**config.mk**
```make
export PLATFORM = sky130hd
export DESIGN_NAME = bis_front
export DESIGN_NICKNAME = d
export VERILOG_FILES = /design/src/bis_pkg.sv /design/src/bis_front.sv
export SDC_FILE = /design/constraint.sdc
export NUM_CORES = 1
export LEC_CHECK = 0
export BUFFER_PORTS_ARGS = -buffer_cell sky130_fd_sc_hd__buf_2
export CAP_MARGIN = 20
export CELL_PAD_IN_SITES_DETAIL_PLACEMENT = 1
export CELL_PAD_IN_SITES_GLOBAL_PLACEMENT = 2
export CORE_ASPECT_RATIO = 0.7
export CORE_MARGIN = 1
export CORE_UTILIZATION = 30
export CTS_CLUSTER_SIZE = 16
export DETAILED_ROUTE_END_ITERATION = 8
export PLACE_DENSITY = 0.65
export SLEW_MARGIN = 15
export SYNTH_ARGS = -nofsm -noshare
export SYNTH_HDL_FRONTEND = slang
export SYNTH_SLANG_ARGS = --single-unit
```
**constraint.sdc**
```tcl
create_clock -name clk -period 3.41 [get_ports clk]
set_input_delay 0.682 -clock clk [delete_from_list [all_inputs] [get_ports clk]]
set_output_delay 0.682 -clock clk [all_outputs]
set_load 0.005 [all_outputs]
```
**src/bis_pkg.sv**
```systemverilog
// bis_pkg: shared types and constants of the bilinear image scaler
// no dependencies
package bis_pkg;

  localparam int COORD_W   = 10;
  localparam int CH_W      = 8;
  localparam int PIX_W     = 3 * CH_W;
  localparam int SRC_CFG_W = 9;
  localparam int DST_CFG_W = 11;
  localparam int CFG_ADDR_W = 4;

  localparam logic [1:0] REG_SRC_WIDTH  = 2'd0;
  localparam logic [1:0] REG_SRC_HEIGHT = 2'd1;
  localparam logic [1:0] REG_DST_WIDTH  = 2'd2;
  localparam logic [1:0] REG_DST_HEIGHT = 2'd3;

  localparam logic MODE_LOAD = 1'b0;
  localparam logic MODE_REQ  = 1'b1;

  localparam logic [SRC_CFG_W-1:0] SRC_RESET = SRC_CFG_W'(256);
  localparam logic [DST_CFG_W-1:0] DST_RESET = DST_CFG_W'(256);

  typedef struct packed {
    logic               mode;
    logic               oor;
    logic               ld_ok;
    logic [COORD_W-1:0] x;
    logic [COORD_W-1:0] y;
    logic [PIX_W-1:0]   rgb;
  } entry_t;

endpackage

```
**src/bis_front.sv**
```systemverilog
// bis_front: accepts items, classifies them and queues them for the back end
// depends on bis_pkg
module bis_front #(
  parameter int MAX_SRC_WIDTH  = 256,
  parameter int MAX_SRC_HEIGHT = 256
) (
  input  logic                             clk,
  input  logic                             rst_n,
  input  logic                             push,
  output logic                             full,
  input  logic                             in_mode,
  input  logic [bis_pkg::COORD_W-1:0]      in_coord_x,
  input  logic [bis_pkg::COORD_W-1:0]      in_coord_y,
  input  logic [bis_pkg::CH_W-1:0]         in_red,
  input  logic [bis_pkg::CH_W-1:0]         in_green,
  input  logic [bis_pkg::CH_W-1:0]         in_blue,
  input  logic [bis_pkg::DST_CFG_W-1:0]    dst_width,
  input  logic [bis_pkg::DST_CFG_W-1:0]    dst_height,
  output logic                             q_valid,
  output bis_pkg::entry_t                  q_entry,
  input  logic                             q_pop
);
  import bis_pkg::*;

  entry_t           mem_r [2];
  logic             wp_r, rp_r;
  logic [1:0]       cnt_r;
  entry_t           ent;
  logic [DST_CFG_W-1:0] dw, dh;
  logic             do_push;

  always_comb begin
    dw = (dst_width == '0) ? DST_CFG_W'(1) : dst_width;
    dh = (dst_height == '0) ? DST_CFG_W'(1) : dst_height;
    ent.mode  = in_mode;
    ent.oor   = (DST_CFG_W'(in_coord_x) >= dw) || (DST_CFG_W'(in_coord_y) >= dh);
    ent.ld_ok = (32'(in_coord_x) < 32'(MAX_SRC_WIDTH)) &&
                (32'(in_coord_y) < 32'(MAX_SRC_HEIGHT));
    ent.x     = in_coord_x;
    ent.y     = in_coord_y;
    ent.rgb   = {in_red, in_green, in_blue};
  end

  assign full    = (cnt_r == 2'd2);
  assign do_push = push && !full;
  assign q_valid = (cnt_r != 2'd0);
  assign q_entry = mem_r[rp_r];

  always_ff @(posedge clk) begin
    if (do_push) begin
      mem_r[wp_r] <= ent;
    end
  end

  always_ff @(posedge clk) begin
    if (!rst_n) begin
      wp_r  <= 1'b0;
      rp_r  <= 1'b0;
      cnt_r <= 2'd0;
    end else begin
      if (do_push) begin
        wp_r <= ~wp_r;
      end
      if (q_pop) begin
        rp_r <= ~rp_r;
      end
      cnt_r <= cnt_r + 2'(do_push) - 2'(q_pop);
    end
  end

endmodule

```
=== Word level (Yosys, flattened, before mapping) ===
Memory sizes are Yosys's and may differ from the RTL's. A register that Yosys moved wholly into a read port is not among the register bits.
Index checks and enable logic that the tools add are counted.

* Register bits after elaboration: 4
* RAM bits: 94
* Bits of input ports: 71
* Output and inout port bits: 49
* Word-level logic and storage cells: 26
* Memories: 1

* Add/sub/neg operators: 2
* Order comparisons: 4
* Equal/unequal tests: 1
* Multiplexer cells: 6
* Bitwise operators: 2
* Reductions and logical operators: 7

{| class="wikitable"
|+ Memory list
! name !! depth !! bits a word !! rd ports !! clocked after Yosys merged registers in !! wr ports !! line !! text
|-
| mem_r || 2 || 47 || 1 || 1 || 1 || bis_front.sv:25 || <nowiki>entry_t mem_r [2];</nowiki>
|}

{| class="wikitable"
|+ Operator list
! cell !! count
|-
| $ge 10x11->1 || 2
|-
| $logic_not 11->1 || 2
|-
| $mux 11 || 2
|-
| $lt 10x9->1 const B || 2
|-
| $mux 1 || 4
|-
| $add 2x1->2 || 1
|-
| $eq 2x2->1 const B || 1
|-
| $logic_and 1x1->1 || 2
|-
| $not 1->1 || 2
|-
| $reduce_bool 2->1 || 1
|-
| $sub 2x1->2 || 1
|-
| $logic_not 1->1 || 1
|-
| $logic_or 1x1->1 || 1
|}

=== Depth between registers and ports, before layout ===
* Depth after elaboration: 5
* Gate-level depth with buffers: 8
* Depth with buffers taken out: 8

=== Worst setup path before layout ===
OpenSTA, ideal clock, no wires.

* Path kind: input -> register
* From: in push
* To: mem mem_r[0][0] (netlist name), enable pin
* Setup time: 0.453 ns
* Arrival: 2.757 ns
* Data required time: 2.957 ns
* Path slack: 0.200 ns
* Stages: 2
* Buffers on the path: 0
* Cells stage by stage: nand2_1 > nor2_1

* Cells in the longest elaborated chain, start to end: 3

{| class="wikitable"
|+ Ends and longest elaborated chain
! what !! line !! text
|-
| from (decl) || bis_front.sv:9 || <nowiki>input logic push,</nowiki>
|-
| $logic_and 1x1->1 || bis_front.sv:45 || <nowiki>assign do_push = push && !full;</nowiki>
|-
| $mux 1 || bis_front.sv:50 || <nowiki>if (do_push) begin</nowiki>
|-
| $mux 1 (implied by the code) || bis_front.sv:51 || <nowiki>mem_r[wp_r] <= ent;</nowiki>
|-
| to (decl) || bis_front.sv:25 ||
|}

Every way passes these cells.

==> reports/qor.csv <==
metric,value,unit
Ports,120,
crit path DAT,1860,ps
DR vias/cell,4.472,
worst-path fanout max,19,
synthesized area,4193,sq um
max-cap violation count,0,
initial core utilization,31.29,%
Syn Inst Count,246,
DRC,0,
synth unique cells,30,
CTS buffer count,9,
Pwr per Cell Area,582.9,nW/um^2
Vias,2531,
Routed WL per cell,16.52,um
dpl ws,965.9,ps
CTS Hold Bufs,0,
storage element area,2924,sq um
post-CTS sizing,0,
TNS Setup,0,ps
RSZ-0062 raised after global routing,false,
final hold violations,0,
CP Depth,3,
CTS tree,built,
Critical-path top delay cell,dfxtp_2,
Synth-to-Final Area Change,26.83,%
worst slew pin tran,750.4,ps
max-slew violations,0,
Synth Register Bits,99,
Worst Path Required,2730,ps
Slew headroom,49.97,%
antenna violations before repair,0,
largest area contributor in the netlist,edfxtp_1,
WL met2,4259,um
CP startpoint kind,flop,
Core ar.,13400,sq um
setup bufs post-CTS,0,
routability congestion estimate,0.7393,
Die Wd,143.3,um
Longest Clk Path Bufs,2,
total gr overflow,0,
Synth top area share,67.32,%
status,"finished, final reports clean",
final instance area,5318,sq um
port bufs,119,
final net count,469,
Reg2Reg Depth,3,
"Worst Path Class, Setup",flop to output pin,
worst skew pair latency,340,ps
area post-placement,5030,sq um
max layer used,met4,
sequential share of the synthesized area,69.71,%
yosys warns,0,
Setup WS post-layout,872.5,ps
Main synth FF type,edfxtp_1,
endpoints failing setup,0,
Worst path top cell family by delay,flip-flops,
Post-synth EDFFs,94,
Adder-Cell Fraction of Synth Area,6.565,%
Root Buffer,clkbuf_16,
post-synthesis xor/xnor area fraction,0.6267,%
Final Critical Period,2537,ps
diode count,0,
Clock Sinks,99,
largest net degree at the start of global routing,40,
syn_area_per_cell,17.04,sq um
Routed Antenna Nets,0,
Synth Area in Compound Gates,2.925,%
post-synthesis mux area share,12.62,%
gr usage total,13.33,%
synth top area cells,"edfxtp_1 67%, mux2_2 13%, ha_1 6.6%",
Die ar.,14460,sq um
fill count,1440,
vias in the first global route,2646,
WL met3,490,um
Synthesized Nets,339,
fmax,394.1,MHz
FP Rows,35,
VDD IR max,239.7,uV
First-pass DRT Iterations,4,
Starting DRT DRC Count,85,
Multi-input gate area,1146,sq um
DRT Wirelength,9350,um
CP Capture Type,output pin,
CP cell instances,buf_4 -> mux2_2 -> buf_2,
largest family of logic cells by synthesized area,multiplexers,
WHS Path Cells,1,
HP Class,input port to flop,
worst path bufs/invs,2,
Final period util,74.41,%
Pleak,2.141,nW
Worst-path clk slew,70,ps
htree depth,3,
layout cells sized above 1,50.39,%
Max Clock Skew,7.697,ps
max incr delay on CP,660,ps
Post-Synth Simple-Gate Area,4.387,%
M1 wire length,4543,um
Die Y,100.9,um
hpwl dp,6784,um
first-pass GRT wire length,14190,um
ys async rst share,0,%
[through the flow]
stage          utilization [%]  power [mW]  hold WS (ps)  std cells
3_3_place_gp             37.54       2.147         561.2        550
5_1_grt                  39.68       3.258         506.2        566
3_5_place_dp             37.54       2.163         574.0        550
4_1_cts                  39.68       3.159         509.8        566
2_1_floorplan                -       1.889         541.5        246
6_report                 39.68       3.100         529.3        566
[layer usage]
metal,vias up,track usage (%)
met5,-,0
met4,0,3.682
met3,5,3.848
met2,72,21.58
met1,1248,17.47
li1,1206,-
[cells in the final DEF (no fill, tap or decap), types with 5 or more instances in the layout]
cell	synthesis	layout
buf_2	1	119
nor4_1	6	6
a21oi_1	6	6
and2_1	5	5
ha_1	22	22
clkbuf_16	0	9
edfxtp_1	94	94
mux2_2	47	47
inv_1	22	22
[path summary, 6_finish.rpt]
check,from,end,slack [ps]
hold reg to reg,rp_r,flop,590
hold / removal,in_blue[4],mem_r[1][4],530
setup reg to reg,cnt_r[0],mem_r[1][0],1520
setup / recovery,flop,q_entry[36],870
[state kept, by name, indices dropped and copies added, names as in the netlist, named ones only]
| signal | flops |
|---|---|
| cnt_r | 2 |
| mem_r | 94 |
| rp_r | 1 |
| wp_r | 1 |
[kinds of logic after synthesis]
group	Yosys count
and+or+nand+nor	31
DFF	99
xor gates and xnor gates	3
muxes	47
buffers and inverters	27
adders and majority gates	22
AOI/OAI and AO/OA	17
[synth_stat cells (2+ instances only)]
library cell	n
o21a_1	2
and2_1	5
a21oi_1	6
a21o_1	2
xnor2_1	2
nand4_1	2
nand4b_1	2
nor4_1	6
nor3_1	3
nor2_1	2
dfxtp_1	5
and3_1	2
buf_6	4
mux2_2	47
o211ai_1	2
nand3_1	4
ha_1	22
inv_1	22
a41o_1	2
edfxtp_1	94
[report_power, final]
group	total [mW]	switching, mW	internal, mW
logic	0.555	0.290	0.265
clock network	0.977	0.464	0.513
registers	1.57	0.0460	1.52
total	3.10	0.800	2.30
[layout make-up]
cell class | count | area share [%]
clock buffers | 9 | 4.235
clock inverters | 7 | 1.176
inverters | 22 | 1.553
multi-input cells | 120 | 21.55
flip-flops and latches | 99 | 54.99
well taps | 185 | 4.353
repair buffers | 124 | 12.14
Power figures use the tool's default switching activity.
